--- src/design/gbn_pkg.sv ---
// Shared types and constants for the Go-Back-N sender window control.
// Used by gbn_ctrl, gbn_dp and the top level go_back_n_sender.
package gbn_pkg;

	// Sequence number and window widths
	localparam int SEQ_W      = 16;
	localparam int WIN_W      = 6;
	localparam int MAX_WINDOW = 32;
	localparam logic [WIN_W-1:0] MAX_WIN = WIN_W'(MAX_WINDOW);

	// Input request kinds (tuser on the slave side)
	typedef enum logic [1:0] {
		ACT_START = 2'd0,
		ACT_ACK   = 2'd1,
		ACT_TICK  = 2'd2
	} action_t;

	// Result kinds (tuser on the master side)
	typedef enum logic [1:0] {
		KIND_NEW    = 2'd0,
		KIND_RESENT = 2'd1,
		KIND_EXIT   = 2'd2
	} kind_t;

	// Configuration register indexes
	typedef enum logic [1:0] {
		CFG_FRAME_COUNT = 2'd0,
		CFG_WINDOW_SIZE = 2'd1,
		CFG_TIMEOUT     = 2'd2
	} cfg_idx_t;

	// What the datapath loads into the output register
	typedef enum logic [1:0] {
		EMIT_SEND      = 2'd0,
		EMIT_EXIT      = 2'd1,
		EMIT_BURST_NEW = 2'd2,
		EMIT_BURST_RES = 2'd3
	} emit_sel_t;

	// Controller states, one-hot
	typedef enum logic [4:0] {
		ST_IDLE      = 5'b00001,
		ST_EVAL      = 5'b00010,
		ST_SEND_WAIT = 5'b00100,
		ST_BURST_NEW = 5'b01000,
		ST_BURST_RES = 5'b10000
	} state_t;

	// Controller to datapath commands
	typedef struct packed {
		logic      load_in;
		logic      sess_start;
		logic      ack_apply;
		logic      timer_inc;
		logic      timer_timeout;
		logic      emit;
		emit_sel_t emit_sel;
	} cmd_t;

	// Datapath to controller status
	typedef struct packed {
		action_t action;
		logic    active;
		logic    ack_is_last;
		logic    can_send;
		logic    timeout;
		logic    burst_more;
		logic    burst_last;
		logic    out_room;
	} status_t;

endpackage

--- src/design/go_back_n_sender.sv ---
// Top level of the Go-Back-N sender: controller plus datapath.
// Depends on gbn_pkg, gbn_ctrl and gbn_dp.
//
// Requests are taken one at a time; s_tready is high only while the
// controller is idle. An ack, or a tick that does not time out, is
// captured and evaluated and yields at most one result. A start or a
// timeout is captured and evaluated, then the burst counter walks the window
// and loads one frame per cycle into the output register whenever it has room;
// the burst length is up to the window size, at most 32. A timeout whose
// window holds no frame yields no result. A single output register holds
// each result until m_tready takes it. Configuration writes apply at once
// and should be made while no request is in progress.
module go_back_n_sender (
	input  logic        clk,
	input  logic        arst_n,
	// request channel
	input  logic        s_tvalid,
	output logic        s_tready,
	input  logic [15:0] s_tdata,    // [15:0] ack_number
	input  logic [1:0]  s_tuser,    // [1:0] action
	// result channel
	output logic        m_tvalid,
	input  logic        m_tready,
	output logic [15:0] m_tdata,    // [15:0] frame_number
	output logic [1:0]  m_tuser,    // [1:0] frame_kind
	output logic        m_tlast,
	// configuration write port
	input  logic        cfg_we,
	input  logic [1:0]  cfg_index,
	input  logic [15:0] cfg_wdata
);

	gbn_pkg::cmd_t    cmd;
	gbn_pkg::status_t status;

	gbn_ctrl u_ctrl (
		.clk      (clk),
		.arst_n   (arst_n),
		.in_valid (s_tvalid),
		.in_ready (s_tready),
		.status   (status),
		.cmd      (cmd)
	);

	gbn_dp u_dp (
		.clk        (clk),
		.arst_n     (arst_n),
		.cfg_we     (cfg_we),
		.cfg_index  (cfg_index),
		.cfg_wdata  (cfg_wdata),
		.in_action  (s_tuser),
		.in_ack     (s_tdata),
		.cmd        (cmd),
		.status     (status),
		.out_valid  (m_tvalid),
		.out_ready  (m_tready),
		.out_number (m_tdata),
		.out_kind   (m_tuser),
		.out_last   (m_tlast)
	);

	// One request at a time: ready drops right after an accept
	a_one_request: assert property (@(posedge clk) disable iff (!arst_n)
		(s_tvalid && s_tready) |=> !s_tready)
		else $error("request accepted while another is in progress");

	// A result is never loaded over one that is still waiting
	a_no_overwrite: assert property (@(posedge clk) disable iff (!arst_n)
		cmd.emit |-> status.out_room)
		else $error("output register overwritten");

	// Exit marker closes the session
	a_exit_closes: assert property (@(posedge clk) disable iff (!arst_n)
		(cmd.emit && cmd.emit_sel == gbn_pkg::EMIT_EXIT) |=> !status.active)
		else $error("session still active after exit marker");

	// Bursts only start from an evaluated request, with no request pending
	a_burst_after_eval: assert property (@(posedge clk) disable iff (!arst_n)
		(cmd.sess_start || cmd.timer_timeout) |-> !s_tready)
		else $error("burst started while input side is open");

endmodule

--- src/design/gbn_ctrl.sv ---
// Controller state machine of the Go-Back-N sender.
// Depends on gbn_pkg; drives gbn_dp through cmd_t and reads status_t.
module gbn_ctrl (
	input  logic             clk,
	input  logic             arst_n,
	input  logic             in_valid,
	output logic             in_ready,
	input  gbn_pkg::status_t status,
	output gbn_pkg::cmd_t    cmd
);

	gbn_pkg::state_t state_q, state_d;

	// State register
	always_ff @(posedge clk or negedge arst_n) begin
		if (!arst_n) begin
			state_q <= gbn_pkg::ST_IDLE;
		end else begin
			state_q <= state_d;
		end
	end

	assign in_ready = (state_q == gbn_pkg::ST_IDLE);

	// Next state and commands
	always_comb begin
		state_d = state_q;
		cmd     = '0;
		case (state_q)
			gbn_pkg::ST_IDLE: begin
				if (in_valid) begin
					cmd.load_in = 1'b1;
					state_d     = gbn_pkg::ST_EVAL;
				end
			end
			gbn_pkg::ST_EVAL: begin
				case (status.action)
					gbn_pkg::ACT_START: begin
						cmd.sess_start = 1'b1;
						state_d        = gbn_pkg::ST_BURST_NEW;
					end
					gbn_pkg::ACT_ACK: begin
						if (!status.active) begin
							state_d = gbn_pkg::ST_IDLE;
						end else if (status.ack_is_last) begin
							// exit marker; wait here until the output frees up
							if (status.out_room) begin
								cmd.emit     = 1'b1;
								cmd.emit_sel = gbn_pkg::EMIT_EXIT;
								state_d      = gbn_pkg::ST_IDLE;
							end
						end else begin
							cmd.ack_apply = 1'b1;
							if (!status.can_send) begin
								state_d = gbn_pkg::ST_IDLE;
							end else if (status.out_room) begin
								cmd.emit     = 1'b1;
								cmd.emit_sel = gbn_pkg::EMIT_SEND;
								state_d      = gbn_pkg::ST_IDLE;
							end else begin
								state_d = gbn_pkg::ST_SEND_WAIT;
							end
						end
					end
					gbn_pkg::ACT_TICK: begin
						if (!status.active) begin
							state_d = gbn_pkg::ST_IDLE;
						end else if (status.timeout) begin
							cmd.timer_timeout = 1'b1;
							state_d           = gbn_pkg::ST_BURST_RES;
						end else begin
							cmd.timer_inc = 1'b1;
							state_d       = gbn_pkg::ST_IDLE;
						end
					end
					default: begin
						state_d = gbn_pkg::ST_IDLE;
					end
				endcase
			end
			gbn_pkg::ST_SEND_WAIT: begin
				// window already advanced, the send was decided in EVAL
				if (status.out_room) begin
					cmd.emit     = 1'b1;
					cmd.emit_sel = gbn_pkg::EMIT_SEND;
					state_d      = gbn_pkg::ST_IDLE;
				end
			end
			gbn_pkg::ST_BURST_NEW, gbn_pkg::ST_BURST_RES: begin
				// one frame per cycle while the burst counter has frames left and the output has room
				if (!status.burst_more) begin
					state_d = gbn_pkg::ST_IDLE;
				end else if (status.out_room) begin
					cmd.emit     = 1'b1;
					cmd.emit_sel = (state_q == gbn_pkg::ST_BURST_NEW) ?
					               gbn_pkg::EMIT_BURST_NEW : gbn_pkg::EMIT_BURST_RES;
					if (status.burst_last) begin
						state_d = gbn_pkg::ST_IDLE;
					end
				end
			end
			default: begin
				state_d = gbn_pkg::ST_IDLE;
			end
		endcase
	end

endmodule

--- src/design/gbn_dp.sv ---
// Datapath of the Go-Back-N sender: config registers, window state,
// timeout counter, burst counter and output register. Depends on gbn_pkg.
module gbn_dp (
	input  logic                        clk,
	input  logic                        arst_n,
	input  logic                        cfg_we,
	input  logic [1:0]                  cfg_index,
	input  logic [gbn_pkg::SEQ_W-1:0]   cfg_wdata,
	input  logic [1:0]                  in_action,
	input  logic [gbn_pkg::SEQ_W-1:0]   in_ack,
	input  gbn_pkg::cmd_t               cmd,
	output gbn_pkg::status_t            status,
	output logic                        out_valid,
	input  logic                        out_ready,
	output logic [gbn_pkg::SEQ_W-1:0]   out_number,
	output logic [1:0]                  out_kind,
	output logic                        out_last
);

	localparam int SW = gbn_pkg::SEQ_W;
	localparam int WW = gbn_pkg::WIN_W;

	// Configuration
	logic [SW-1:0] fc_q, tmo_q;
	logic [WW-1:0] ws_q;

	// Request payload
	gbn_pkg::action_t act_q;
	logic [SW-1:0]    ack_q;

	// Window state
	logic [SW-1:0] base_q, top_q, next_q, timer_q;
	logic          active_q;
	logic [WW-1:0] ofs_q;

	// Output register
	logic          ov_q;
	logic [SW-1:0] onum_q;
	gbn_pkg::kind_t okind_q;
	logic          olast_q;

	// Effective settings
	logic [SW-1:0] nf, tmo_eff;
	logic [WW-1:0] ws_eff;
	assign nf      = (fc_q == '0) ? SW'(1) : fc_q;
	assign tmo_eff = (tmo_q == '0) ? SW'(1) : tmo_q;
	assign ws_eff  = (ws_q == '0) ? WW'(1) :
	                 (ws_q > gbn_pkg::MAX_WIN) ? gbn_pkg::MAX_WIN : ws_q;

	// New-send check, with the base advanced by a matching ack
	logic          ack_match;
	logic [SW-1:0] base_adv, span, ws_m1;
	assign ack_match = (act_q == gbn_pkg::ACT_ACK) && (ack_q == base_q);
	assign base_adv  = ack_match ? base_q + SW'(1) : base_q;
	assign span      = top_q - base_adv;
	assign ws_m1     = SW'(ws_eff) - SW'(1);

	// Timeout compare
	logic [SW-1:0] timer_inc;
	assign timer_inc = timer_q + SW'(1);

	// Burst counter: frame = base + offset, kept one bit wider to compare to nf
	logic [SW:0]   sum, sum_inc;
	logic [WW-1:0] ofs_inc;
	logic          more, more_next;
	assign sum       = {1'b0, base_q} + (SW+1)'(ofs_q);
	assign sum_inc   = sum + (SW+1)'(1);
	assign ofs_inc   = ofs_q + WW'(1);
	assign more      = (ofs_q < ws_eff) && (sum < {1'b0, nf});
	assign more_next = (ofs_inc < ws_eff) && (sum_inc < {1'b0, nf});

	logic room;
	assign room = !ov_q || out_ready;

	// Status to the controller
	always_comb begin
		status.action      = act_q;
		status.active      = active_q;
		status.ack_is_last = (ack_q == nf - SW'(1));
		status.can_send    = (span != ws_m1) && (next_q != nf);
		status.timeout     = (timer_inc >= tmo_eff);
		status.burst_more  = more;
		status.burst_last  = !more_next;
		status.out_room    = room;
	end

	// Configuration writes
	always_ff @(posedge clk or negedge arst_n) begin
		if (!arst_n) begin
			fc_q  <= SW'(8);
			ws_q  <= WW'(4);
			tmo_q <= SW'(1000);
		end else if (cfg_we) begin
			case (cfg_index)
				gbn_pkg::CFG_FRAME_COUNT: fc_q  <= cfg_wdata;
				gbn_pkg::CFG_WINDOW_SIZE: ws_q  <= cfg_wdata[WW-1:0];
				gbn_pkg::CFG_TIMEOUT:     tmo_q <= cfg_wdata;
				default: ;
			endcase
		end
	end

	// Request capture
	always_ff @(posedge clk) begin
		if (cmd.load_in) begin
			act_q <= gbn_pkg::action_t'(in_action);
			ack_q <= in_ack;
		end
	end

	// Window, timer and burst state
	always_ff @(posedge clk or negedge arst_n) begin
		if (!arst_n) begin
			base_q   <= '0;
			top_q    <= '0;
			next_q   <= '0;
			timer_q  <= '0;
			active_q <= 1'b0;
			ofs_q    <= '0;
		end else begin
			if (cmd.sess_start) begin
				active_q <= 1'b1;
				base_q   <= '0;
				top_q    <= ws_m1;
				timer_q  <= '0;
				ofs_q    <= '0;
			end
			if (cmd.ack_apply) begin
				timer_q <= '0;
				base_q  <= base_adv;
			end
			if (cmd.timer_inc) begin
				timer_q <= timer_inc;
			end
			if (cmd.timer_timeout) begin
				timer_q <= '0;
				ofs_q   <= '0;
			end
			if (cmd.emit) begin
				case (cmd.emit_sel)
					gbn_pkg::EMIT_SEND: begin
						top_q  <= top_q + SW'(1);
						next_q <= next_q + SW'(1);
					end
					gbn_pkg::EMIT_EXIT: begin
						timer_q  <= '0;
						active_q <= 1'b0;
					end
					gbn_pkg::EMIT_BURST_NEW: begin
						ofs_q  <= ofs_inc;
						next_q <= sum_inc[SW-1:0];
					end
					default: begin
						ofs_q <= ofs_inc;
					end
				endcase
			end
		end
	end

	// Output valid
	always_ff @(posedge clk or negedge arst_n) begin
		if (!arst_n) begin
			ov_q <= 1'b0;
		end else if (cmd.emit) begin
			ov_q <= 1'b1;
		end else if (out_ready) begin
			ov_q <= 1'b0;
		end
	end

	// Output payload
	always_ff @(posedge clk) begin
		if (cmd.emit) begin
			case (cmd.emit_sel)
				gbn_pkg::EMIT_SEND: begin
					onum_q  <= next_q;
					okind_q <= gbn_pkg::KIND_NEW;
					olast_q <= 1'b1;
				end
				gbn_pkg::EMIT_EXIT: begin
					onum_q  <= '0;
					okind_q <= gbn_pkg::KIND_EXIT;
					olast_q <= 1'b1;
				end
				gbn_pkg::EMIT_BURST_NEW: begin
					onum_q  <= sum[SW-1:0];
					okind_q <= gbn_pkg::KIND_NEW;
					olast_q <= !more_next;
				end
				default: begin
					onum_q  <= sum[SW-1:0];
					okind_q <= gbn_pkg::KIND_RESENT;
					olast_q <= !more_next;
				end
			endcase
		end
	end

	assign out_valid  = ov_q;
	assign out_number = onum_q;
	assign out_kind   = okind_q;
	assign out_last   = olast_q;

endmodule

--- config.mk ---
export PLATFORM = sky130hd
export DESIGN_NAME = go_back_n_sender
export DESIGN_NICKNAME = d
export VERILOG_FILES = /design/src/design/gbn_pkg.sv /design/src/design/go_back_n_sender.sv /design/src/design/gbn_ctrl.sv /design/src/design/gbn_dp.sv
export SDC_FILE = /design/constraint.sdc
export NUM_CORES = 1
export LEC_CHECK = 0
export BUFFER_PORTS_ARGS = -buffer_cell sky130_fd_sc_hd__buf_2
export CORE_ASPECT_RATIO = 0.6
export CORE_MARGIN = 2
export CORE_UTILIZATION = 46
export CTS_CLUSTER_SIZE = 30
export DETAILED_ROUTE_END_ITERATION = 6
export HOLD_SLACK_MARGIN = 0.08
export SLEW_MARGIN = 20
export SYNTH_ARGS = -nofsm -noshare
export SYNTH_HDL_FRONTEND = slang
export SYNTH_HIERARCHICAL = 1
export SYNTH_SLANG_ARGS = --single-unit
--- constraint.sdc ---
create_clock -name clk -period 9.2 [get_ports clk]
set_input_delay 0.92 -clock clk [delete_from_list [all_inputs] [get_ports clk]]
set_output_delay 0.92 -clock clk [all_outputs]
set_load 0.005 [all_outputs]
==> impl_metrics.env, run 1 <==
export IMPL_worst_path_most_repeated_cell="sky130_fd_sc_hd__nor2_1"
export IMPL_count_of_unique_library_cells_instantiated_by_yosys=84
export IMPL_period_minus_slack_ns=7.754
export IMPL_starting_utilization_of_the_core_area_pct=47.29
export IMPL_hold_path_class="in -> async"
export IMPL_met2_length_um=13350
export IMPL_die_height_um=126.7
export IMPL_filler_cell_count=2239
export IMPL_netlist_top_cells_area="sky130_fd_sc_hd__dfrtp_1, sky130_fd_sc_hd__edfxtp_1, sky130_fd_sc_hd__ha_1"
export IMPL_initialDrtViolationCount=1163
export IMPL_synthesis_area_mm2=0.01153
export IMPL_grt_total_usage_pct=28.47
export IMPL_layout_cells_sized_above_1_pct=12.11
export IMPL_synth_seq_area_share_pct=34.68
export IMPL_critPathMaxStageDelay_ns=0.70
export IMPL_postSynthAreaPerCell_um2=8.777
export IMPL_ys_dominant_reg_cell="sky130_fd_sc_hd__dfrtp_1"
export IMPL_max_clock_freq_ghz=0.1290
export IMPL_min_period_over_period_pct=84.28
export IMPL_rr_startpoint="u_dp/base_q[1]$_DFFE_PN0P_"
export IMPL_grt_antenna_before_repair=2
export IMPL_power_share_switching_pct=40.40
export IMPL_ys_top_cells_by_count="sky130_fd_sc_hd__nand2_1, sky130_fd_sc_hd__dfrtp_1, sky130_fd_sc_hd__nor2_1"
export IMPL_core_area_mm2=0.02439
export IMPL_route_antenna_remaining_nets=0
export IMPL_critical_path_slowest_cell="sky130_fd_sc_hd__a2111oi_0"
export IMPL_port_buffers=61
export IMPL_drv_slew=0
export IMPL_detailed_place_area_mm2=0.01214
export IMPL_r2r_cells=25
export IMPL_status="finished clean"
export IMPL_ioPinCount=62
export IMPL_maximum_number_of_pins_on_one_net_before_global_route_repair=68
export IMPL_leakage_nw=5.373
export IMPL_worstPathMaxFanout=16
export IMPL_synth_edff_count=37
export IMPL_clock_skew_ns=0.01440
export IMPL_grt_setup_unrepaired="false"
export IMPL_final_hold_vios=0
export IMPL_final_routed_wirelength_um=36520
export IMPL_cell_area_power_density_mw_per_mm2=229.2
export IMPL_remaining_overflow_grt=0
export IMPL_detail_route_drc_violations=0
export IMPL_post_cts_setup_buffers=0
export IMPL_grt_pass1_wl_um=56560
export IMPL_report_final_setup_viol=0
export IMPL_max_vdd_ir_drop_v=0.0001394
export IMPL_critical_path_endpoint_type="flop"
export IMPL_ys_ff_latch=152
export IMPL_slew_headroom_pct=27.68
export IMPL_detailedRoute_firstPassIterationCount=5
export IMPL_finalHoldWorstSlack_ns=0.4956
export IMPL_die_area_mm2=0.02640
export IMPL_critical_path_arrival_ns=8.07
export IMPL_vias=10190
export IMPL_power_share_clock_pct=24.0
export IMPL_reg2reg_setup_slack_ns=1.45
export IMPL_post_synth_top_area_cell="sky130_fd_sc_hd__dfrtp_1"
export IMPL_clkTransAtPathRegs_ns=0.07
export IMPL_postSynthCellCount=1314
export IMPL_met3_wirelength_um=4502
export IMPL_drv_cap=0
export IMPL_synth_async_reset_ratio_pct=75.66
export IMPL_final_cell_area_mm2=0.01271
export IMPL_clock_sinks=152
export IMPL_layout_area_overhead_vs_synth_pct=10.20
export IMPL_chipWidth_um=208.4
export IMPL_gp_routability_congestion=0.9574
export IMPL_yosysWarningCount=6
export IMPL_post_drt_via_cell_ratio=6.046
export IMPL_postCtsHoldBufs=0
export IMPL_drt_met1_wl_um=18270
export IMPL_post_route_worst_setup_slack_ns=1.446
export IMPL_syn_num_nets=1442
export IMPL_postLayoutCoreUtil_pct=52.11
export IMPL_grt_pass1_vias=9445
export IMPL_fp_row_count=44
export IMPL_intPower_mw=1.736
export IMPL_dpl_worst_slack_ns=1.640
export IMPL_highest_layer="met4"
export IMPL_synth_most_common_cell="sky130_fd_sc_hd__nand2_1"
export IMPL_pwr_share_comb_pct=38.0
export IMPL_detailed_route_wire_length_per_cell_um=21.66
export IMPL_start_kind="flop"
export IMPL_cts_root_buffer="sky130_fd_sc_hd__clkbuf_16"
export IMPL_finish_net_count=1478
export IMPL_place_detailed_hpwl_um=28550
export IMPL_tritoncts="yes"
export IMPL_worst_setup_path_type="reg -> reg"
export IMPL_clock_latency_ns=0.45
export IMPL_cts_root_to_sink_buffers=2
export IMPL_totalNegativeSetupSlack_ns=0
export IMPL_worst_slew_pin_transition_ns=1.075
export IMPL_power_switching_mw=1.177
export IMPL_synth_top_area_share_pct=23.00
export IMPL_cts_buffers_inserted=17
export IMPL_share_seq_of_total_power_pct=38.0
export IMPL_cts_max_level=4
export IMPL_required_ns=9.52
export IMPL_r2r_end="u_dp/top_q[4]$_DFF_PN0_"
export IMPL_ctsResizeCount=0
[flip-flops by register name, summed over array words and instances (netlist names), 2 cells and up]
| signal | cells |
|---|---|
| u_dp/act_q | 2 |
| u_dp/base_q | 16 |
| u_dp/tmo_q | 16 |
| u_ctrl/state_q | 5 |
| u_dp/top_q | 16 |
| u_dp/ack_q | 16 |
| u_dp/out_kind | 2 |
| u_dp/timer_q | 16 |
| u_dp/out_number | 16 |
| u_dp/ofs_q | 6 |
| u_dp/fc_q | 16 |
| u_dp/next_q | 16 |
| u_dp/ws_q | 6 |
[cells by family (layout without fill, tap and decap cells)]
| family | Yosys count | after routing | share of synthesized area (%) |
|---|---|---|---|
| AO/OA/AOI/OAI | 321 | 321 | 17.88 |
| XOR/XNOR | 122 | 122 | 9.265 |
| adder cells (fa/ha/maj) | 87 | 87 | 9.568 |
| buffers and inverters | 118 | 167 | 3.992 |
| flip-flops | 152 | 152 | 34.68 |
| multiplexers | 37 | 37 | 3.493 |
| other | 0 | 1 | 0 |
| AND/OR/NAND/NOR | 477 | 477 | 21.12 |
[worst max-delay path: cells and delay by family, from the launching register on]
family                   cells  cell delay, ns
adder cells (fa/ha/maj)      1            0.36
flip-flops                   1            0.49
XOR/XNOR                     3            0.55
AO/OA/AOI/OAI                9            2.35
AND/OR/NAND/NOR             12            3.86
[placed cells by master, fill, tap and decap left out, drive strengths merged, types with 5 or more instances in the layout]
cell type / Yosys / final
and2: 9 / 9
dfrtp: 106 / 106
clkbuf: 47 / 26
nor3: 21 / 21
a21o: 21 / 21
nand4: 19 / 19
nor2b: 15 / 15
nand3: 41 / 41
or3: 10 / 10
nand2b: 25 / 25
nor3b: 14 / 14
inv: 61 / 63
nand3b: 11 / 11
and3: 29 / 29
o2111ai: 7 / 7
nor2: 105 / 105
a21oi: 75 / 75
o211ai: 7 / 7
a211o: 6 / 6
buf: 9 / 73
o21a: 23 / 23
a31oi: 5 / 5
xnor2: 69 / 69
edfxtp: 37 / 37
o22ai: 8 / 8
a211oi: 23 / 23
a311oi: 6 / 6
ha: 85 / 85
nor4: 21 / 21
or4: 6 / 6
o21ai: 99 / 99
xor2: 53 / 53
nand2: 127 / 127
mux2i: 11 / 11
mux2: 26 / 26
or2: 8 / 8
dfstp: 9 / 9
[power groups by stage]
stage	Combinational, mW	Clock [mW]	Sequential [mW]
floorplan	0.806	0	1.00
detailed placement	1.08	0	1.10
CTS	1.09	0.713	1.09
finish	1.11	0.699	1.11
global route	1.25	0.742	1.12
global placement	1.07	0	1.10
[worst max path at each step]
| stage | start | endpoint | slack (ns) | cells past startpoint |
|---|---|---|---|---|
| after floorplan | u_dp/base_q[13]$_DFFE_PN0P_ | u_dp/top_q[2]$_DFF_PN0_ | 2.54 | 28 |
| after global placement | u_dp/base_q[1]$_DFFE_PN0P_ | u_dp/top_q[4]$_DFF_PN0_ | 1.83 | 25 |
| after detailed placement | u_dp/base_q[1]$_DFFE_PN0P_ | u_dp/top_q[8]$_DFF_PN0_ | 1.64 | 25 |
| after CTS | u_dp/base_q[1]$_DFFE_PN0P_ | u_dp/top_q[4]$_DFF_PN0_ | 1.59 | 25 |
| after global routing | u_dp/base_q[1]$_DFFE_PN0P_ | u_dp/top_q[4]$_DFF_PN0_ | 0.80 | 25 |
| final | u_dp/base_q[1]$_DFFE_PN0P_ | u_dp/top_q[4]$_DFF_PN0_ | 1.45 | 25 |
[metrics by stage]
step                      instances  power [mW]
final                          1686       2.913
after global routing           1685       3.111
after CTS                      1685       2.890
after detailed placement       1653       2.180
after global placement         1653       2.165
after floorplan                1314       1.808
[cell type report]
class                   count  area [um^2]  share of cell area [%]
multi-input cells        1044         7103                   55.89
flip-flops and latches    152         4000                   31.47
clock buffers              26        510.5                   4.017
well taps                 322        402.9                   3.170
repair buffers             73        397.9                   3.131
inverters                  62        232.7                   1.831
clock inverters             6        60.06                  0.4725
diodes                      1        2.502                 0.01969
[layer usage]
metal  GRT usage (%)  vias up
met5               0        -
met4           5.798        0
met3           10.23       33
met2           35.75      461
met1           45.16     4876
li1                -     4824
No activity file was read; power rests on OpenSTA's default activity.
==> run 2, diff against run 1 <==
--- a/config.mk
+++ b/config.mk
@@ -5,6 +5,7 @@
 export SDC_FILE = /design/constraint.sdc
 export NUM_CORES = 1
 export LEC_CHECK = 0
+export ABC_AREA = 1
 export BUFFER_PORTS_ARGS = -buffer_cell sky130_fd_sc_hd__buf_2
 export CORE_ASPECT_RATIO = 0.6
 export CORE_MARGIN = 2
@@ -12,6 +13,7 @@
 export CTS_CLUSTER_SIZE = 30
 export DETAILED_ROUTE_END_ITERATION = 6
 export HOLD_SLACK_MARGIN = 0.08
+export PLACE_DENSITY = 0.65
 export SLEW_MARGIN = 20
 export SYNTH_ARGS = -nofsm -noshare
 export SYNTH_HDL_FRONTEND = slang
==> constraint.sdc (replaced) <==
create_clock -name clk -period 7 [get_ports clk]
set_input_delay 0.7 -clock clk [delete_from_list [all_inputs] [get_ports clk]]
set_output_delay 0.7 -clock clk [all_outputs]
set_load 0.005 [all_outputs]
==> impl_metrics.env, run 2 <==
export IMPL_status="finished clean"
export IMPL_leakage_nw=6.666
export IMPL_synth_seq_area_share_pct=32.41
export IMPL_grt_antenna_before_repair=2
export IMPL_detail_route_drc_violations=0
export IMPL_totalNegativeSetupSlack_ns=0
export IMPL_port_buffers=61
export IMPL_cts_root_buffer="sky130_fd_sc_hd__clkbuf_16"
export IMPL_filler_cell_count=2577
export IMPL_grt_setup_unrepaired="false"
export IMPL_gp_routability_congestion=1.028
export IMPL_fp_row_count=46
export IMPL_maximum_number_of_pins_on_one_net_before_global_route_repair=72
export IMPL_clkTransAtPathRegs_ns=0.07
export IMPL_layout_cells_sized_above_1_pct=11.67
export IMPL_cts_root_to_sink_buffers=2
export IMPL_initialDrtViolationCount=1406
export IMPL_cts_buffers_inserted=17
export IMPL_chipWidth_um=215.5
export IMPL_starting_utilization_of_the_core_area_pct=46.72
export IMPL_globalRouteMet1Util_pct=43.85
export IMPL_post_cts_setup_buffers=0
export IMPL_drv_cap=0
export IMPL_synth_most_common_cell="sky130_fd_sc_hd__nand2_1"
export IMPL_period_minus_slack_ns=6.466
export IMPL_synthesis_area_mm2=0.01234
export IMPL_grt_total_usage_pct=28.55
export IMPL_critical_path_slowest_cell="sky130_fd_sc_hd__dfrtp_1"
export IMPL_remaining_overflow_grt=0
export IMPL_yosysWarningCount=6
export IMPL_ys_dominant_reg_cell="sky130_fd_sc_hd__dfrtp_1"
export IMPL_clock_skew_ns=0.01484
export IMPL_use_met3_pct=9.861
export IMPL_instances_no_fill=2136
export IMPL_critical_path_endpoint_type="flop"
export IMPL_synth_edff_count=37
export IMPL_clock_latency_ns=0.46
export IMPL_report_final_setup_viol=0
export IMPL_postSynthAreaPerCell_um2=7.201
export IMPL_post_drt_via_cell_ratio=5.595
export IMPL_start_kind="flop"
export IMPL_count_of_unique_library_cells_instantiated_by_yosys=57
export IMPL_final_hold_vios=0
export IMPL_worst_setup_path_type="reg -> reg"
export IMPL_worst_slew_pin_transition_ns=0.9412
export IMPL_ioPinCount=62
export IMPL_commonest_cells_after_routing_fill_and_taps_aside="sky130_fd_sc_hd__nand2_1, sky130_fd_sc_hd__inv_1, sky130_fd_sc_hd__nor2_1, sky130_fd_sc_hd__nand3_1, sky130_fd_sc_hd__dfrtp_1"
export IMPL_final_routed_wirelength_um=39490
export IMPL_r2r_cells=35
export IMPL_vias=11950
export IMPL_route_antenna_remaining_nets=0
export IMPL_placedCellCount=2101
export IMPL_critical_path_arrival_ns=6.80
export IMPL_die_height_um=130.9
export IMPL_critPathMaxStageDelay_ns=0.53
export IMPL_cts_max_level=4
export IMPL_min_period_over_period_pct=92.38
export IMPL_max_clock_freq_ghz=0.1546
export IMPL_grt_busiest_layer="met1"
export IMPL_synth_async_reset_ratio_pct=75.66
export IMPL_synth_top_area_share_pct=21.49
export IMPL_grt_pass1_vias=10690
export IMPL_cell_area_power_density_mw_per_mm2=292.9
export IMPL_detailedRoute_firstPassIterationCount=5
export IMPL_postSynthCellCount=1714
export IMPL_place_detailed_hpwl_um=31110
export IMPL_worstPathMaxFanout=21
export IMPL_slew_headroom_pct=37.08
export IMPL_max_vdd_ir_drop_v=0.0001382
export IMPL_grt_pass1_wl_um=60770
export IMPL_required_ns=7.33
export IMPL_core_area_mm2=0.02642
export IMPL_worst_path_most_repeated_cell="sky130_fd_sc_hd__nand2_1"
export IMPL_ys_ff_latch=152
export IMPL_layout_area_overhead_vs_synth_pct=10.39
export IMPL_detailed_route_wire_length_per_cell_um=18.49
export IMPL_ys_top_cells_by_count="sky130_fd_sc_hd__nand2_1, sky130_fd_sc_hd__inv_1, sky130_fd_sc_hd__nor2_1"
export IMPL_netlist_top_cells_area="sky130_fd_sc_hd__dfrtp_1, sky130_fd_sc_hd__nand2_1, sky130_fd_sc_hd__edfxtp_1"
export IMPL_clock_sinks=152
export IMPL_finish_net_count=1889
export IMPL_post_synth_top_area_cell="sky130_fd_sc_hd__dfrtp_1"
export IMPL_die_area_mm2=0.02820
export IMPL_syn_num_nets=1842
export IMPL_drv_slew=0
export IMPL_grt_util_met2_pct=37.38
export IMPL_tritoncts="yes"
export IMPL_hold_path_class="in -> async"
export IMPL_mostFrequentLayoutCell="sky130_fd_sc_hd__nand2_1"
run 2: critical path, delay by kind of cell (launching register included):
family,cells,cell delay (ns)
AO/OA/AOI/OAI,5,0.90
AND/OR/NAND/NOR,22,2.76
adder cells (fa/ha/maj),1,0.40
flip-flops,1,0.53
buffers and inverters,7,1.71
run 2: final cells by class:
class | instances | area (um^2) | area share [%]
Antenna cell | 2 | 5.005 | 0.03673
Timing Repair inverter | 1 | 5.005 | 0.03673
Tap cell | 360 | 450.4 | 3.306
Clock inverter | 13 | 141.4 | 1.038
Timing Repair Buffer | 68 | 360.3 | 2.645
Sequential cell | 152 | 4000 | 29.36
Multi-Input combinational cell | 1246 | 7142 | 52.42
Inverter | 275 | 1045 | 7.668
Clock buffer | 19 | 475.5 | 3.490
run 2: timing repair:
item / CTS / global route
resized for setup: 0 / 5
endpoints found under the setup margin: 0 / 16
hold buffers: 0 / 0
run 2: where the power goes:
group | switching, mW | total [mW] | internal [mW]
sequential | 0.252 | 1.37 | 1.12
combinational | 1.05 | 1.63 | 0.582
clock | 0.444 | 0.991 | 0.547
total | 1.74 | 3.99 | 2.25
run 2: path summary, 6_finish.rpt:
| check | start | to | slack, ns |
|---|---|---|---|
| max reg2reg | u_dp/base_q[6]$_DFFE_PN0P_ | u_dp/top_q[0]$_DFF_PN0_ | 0.53 |
| min | arst_n | u_dp/top_q[12]$_DFF_PN0_ | 0.26 |
| min in group clk | s_tdata[5] | u_dp/ack_q[5]$_DFFE_PP_ | 0.41 |
| max | u_dp/base_q[6]$_DFFE_PN0P_ | u_dp/top_q[0]$_DFF_PN0_ | 0.53 |
| max in group asynchronous | arst_n | u_dp/tmo_q[1]$_DFFE_PN0P_ | 5.33 |
| min reg2reg | u_dp/fc_q[0]$_DFFE_PN0P_ | u_dp/fc_q[0]$_DFFE_PN0P_ | 0.50 |
run 2: per-stage QoR:
stage	setup slack (ns)	hold WS, ns	instance area (um^2)	total power, mW	utilization, %
after global routing	0.1626	0.3030	13620	4.287	51.55
after floorplan	1.922	0.4044	12340	2.490	-
after detailed placement	0.2431	0.4847	12980	2.951	49.14
final	0.5336	0.2620	13620	3.990	51.57
after global placement	0.4220	0.4737	12980	2.928	49.12
after CTS	0.2191	0.3001	13600	3.956	51.48
run 2: logic make-up after synthesis:
logic type	after synthesis	synth area share [%]
flops	152	32.41
simple gates	798	29.43
xor+xnor	83	6.468
compound gates	278	12.85
fa+ha+maj	87	8.942
buf+inv	316	9.895
run 2: routing by layer:
layer / part of all wire [%] / vias to the layer above
li1: - / 5729
met1: 50 / 5582
met2: 36 / 599
met3: 12 / 40
met4: 1.3 / 0
met5: 0 / -
==> run 3, diff against run 2 <==
--- a/config.mk
+++ b/config.mk
@@ -5,7 +5,6 @@
 export SDC_FILE = /design/constraint.sdc
 export NUM_CORES = 1
 export LEC_CHECK = 0
-export ABC_AREA = 1
 export BUFFER_PORTS_ARGS = -buffer_cell sky130_fd_sc_hd__buf_2
 export CORE_ASPECT_RATIO = 0.6
 export CORE_MARGIN = 2
==> impl_metrics.env, run 3 (synthesized netlist as in run 1, its figures left out) <==
export IMPL_finish_net_count=1500
export IMPL_cts_root_buffer="sky130_fd_sc_hd__clkbuf_16"
export IMPL_slew_headroom_pct=27.33
export IMPL_required_ns=7.31
export IMPL_min_period_over_period_pct=94.44
export IMPL_post_cts_setup_buffers=0
export IMPL_gp_routability_congestion=0.9753
export IMPL_grt_total_usage_pct=28.31
export IMPL_layout_cells_sized_above_1_pct=14.15
export IMPL_mostFrequentLayoutCell="sky130_fd_sc_hd__nand2_1"
export IMPL_grt_pass1_vias=9573
export IMPL_die_height_um=126.7
export IMPL_hold_path_class="in -> async"
export IMPL_final_hold_vios=0
export IMPL_cts_root_to_sink_buffers=2
export IMPL_clkTransAtPathRegs_ns=0.07
export IMPL_remaining_overflow_grt=0
export IMPL_place_detailed_hpwl_um=28910
export IMPL_critical_path_slowest_cell="sky130_fd_sc_hd__dfrtp_1"
export IMPL_final_routed_wirelength_um=36420
export IMPL_max_vdd_ir_drop_v=0.0001928
export IMPL_cts_max_level=4
export IMPL_detailed_route_wire_length_per_cell_um=21.32
export IMPL_worstPathMaxFanout=13
export IMPL_report_final_setup_viol=0
export IMPL_clock_sinks=152
export IMPL_grt_setup_unrepaired="false"
export IMPL_post_drt_via_cell_ratio=6.091
export IMPL_core_area_mm2=0.02439
export IMPL_ioPinCount=62
export IMPL_die_area_mm2=0.02640
export IMPL_drv_slew=0
export IMPL_detail_route_drc_violations=0
export IMPL_critical_path_endpoint_type="flop"
export IMPL_commonest_cells_after_routing_fill_and_taps_aside="sky130_fd_sc_hd__nand2_1, sky130_fd_sc_hd__dfrtp_1, sky130_fd_sc_hd__nor2_1, sky130_fd_sc_hd__o21ai_0, sky130_fd_sc_hd__ha_1"
export IMPL_starting_utilization_of_the_core_area_pct=47.29
export IMPL_max_clock_freq_ghz=0.1513
export IMPL_clock_latency_ns=0.45
export IMPL_detailedRoute_firstPassIterationCount=6
export IMPL_period_minus_slack_ns=6.611
export IMPL_route_antenna_remaining_nets=0
export IMPL_drv_cap=0
export IMPL_worst_setup_path_type="reg -> reg"
export IMPL_vias=10400
export IMPL_filler_cell_count=2223
export IMPL_critical_path_arrival_ns=6.92
export IMPL_clock_skew_ns=0.01123
export IMPL_cell_area_power_density_mw_per_mm2=296.8
export IMPL_tritoncts="yes"
export IMPL_chipWidth_um=208.4
export IMPL_postCtsHoldBufs=0
export IMPL_layout_area_overhead_vs_synth_pct=11.92
export IMPL_postLayoutCoreUtil_pct=52.93
export IMPL_start_kind="flop"
export IMPL_fp_row_count=44
export IMPL_grt_pass1_wl_um=56690
export IMPL_status="finished clean"
export IMPL_worst_slew_pin_transition_ns=1.079
export IMPL_grt_antenna_before_repair=1
export IMPL_maximum_number_of_pins_on_one_net_before_global_route_repair=66
export IMPL_cts_buffers_inserted=17
export IMPL_port_buffers=61
export IMPL_initialDrtViolationCount=1237
export IMPL_leakage_nw=5.494
export IMPL_critPathMaxStageDelay_ns=0.47
export IMPL_totalNegativeSetupSlack_ns=0
[run 3: where the power goes]
part / internal [mW] / switching, mW / total (mW)
combinational: 0.624 / 0.842 / 1.47
sequential: 1.13 / 0.299 / 1.43
clock: 0.555 / 0.381 / 0.936
[run 3: stage by stage]
stage               hold WS, ns  power (mW)  setup WS (ns)  std cells  cell area (um^2)
floorplan                0.4044       2.376         0.3411       1314             11530
global placement         0.4948       2.816         0.3856       1675             12300
CTS                      0.3107       3.801        0.09266       1707             12890
detailed placement       0.5056       2.855        0.05788       1675             12300
global route             0.3380       4.085       0.005646       1707             12910
finish                   0.2878       3.831         0.3892       1708             12910
[run 3: layout make-up]
| class | count | area (um^2) | share of cell area [%] |
|---|---|---|---|
| multi-input combinational | 1044 | 7123 | 55.18 |
| sequential | 152 | 4000 | 30.99 |
| timing repair buffer | 95 | 563.0 | 4.362 |
| clock buffer | 18 | 429.2 | 3.325 |
| tap | 322 | 402.9 | 3.121 |
| inverter | 62 | 232.7 | 1.803 |
| clock inverter | 14 | 155.1 | 1.202 |
| antenna | 1 | 2.502 | 0.01939 |
[run 3: final timing paths]
path | slack [ns] | cells past startpoint | endpoint | from
worst min register to register | 0.51 | 1 | u_dp/tmo_q[0]$_DFFE_PN0P_ | u_dp/tmo_q[0]$_DFFE_PN0P_
min in group clk | 0.43 | 1 | u_dp/ack_q[12]$_DFFE_PP_ | s_tdata[12]
worst max register to register | 0.39 | 26 | u_dp/top_q[3]$_DFF_PN0_ | u_dp/base_q[4]$_DFFE_PN0P_
worst max-delay path | 0.39 | 26 | u_dp/top_q[3]$_DFF_PN0_ | u_dp/base_q[4]$_DFFE_PN0P_
worst min-delay path | 0.29 | 1 | u_dp/tmo_q[12]$_DFFE_PN0P_ | arst_n
max in group asynchronous | 5.36 | 2 | u_ctrl/state_q[4]$_DFFE_PN0P_ | arst_n
[run 3: timing repair]
action / 4_1_cts / 5_1_grt
cloned: 0 / 0
gates resized for setup: 1 / 6
pin swaps: 0 / 1
endpoints found under the setup margin: 1 / 21
[run 3: routing by layer]
metal,wire length (um),global-route usage [%],up-vias,share of wire (%)
li1,-,-,4875,-
met1,17950,44.76,4970,49
met2,13420,35.83,513,37
met3,4357,9.111,45,12
met4,689,7.448,0,1.9
met5,0,0,-,0
[run 3: critical path, delay by kind of cell (launching register included)]
kind	cells	cell delay (ns)
simple gates	11	2.91
compound gates	10	2.04
xor+xnor	3	0.49
flops	1	0.47
fa+ha+maj	1	0.36
buf+inv	1	0.20
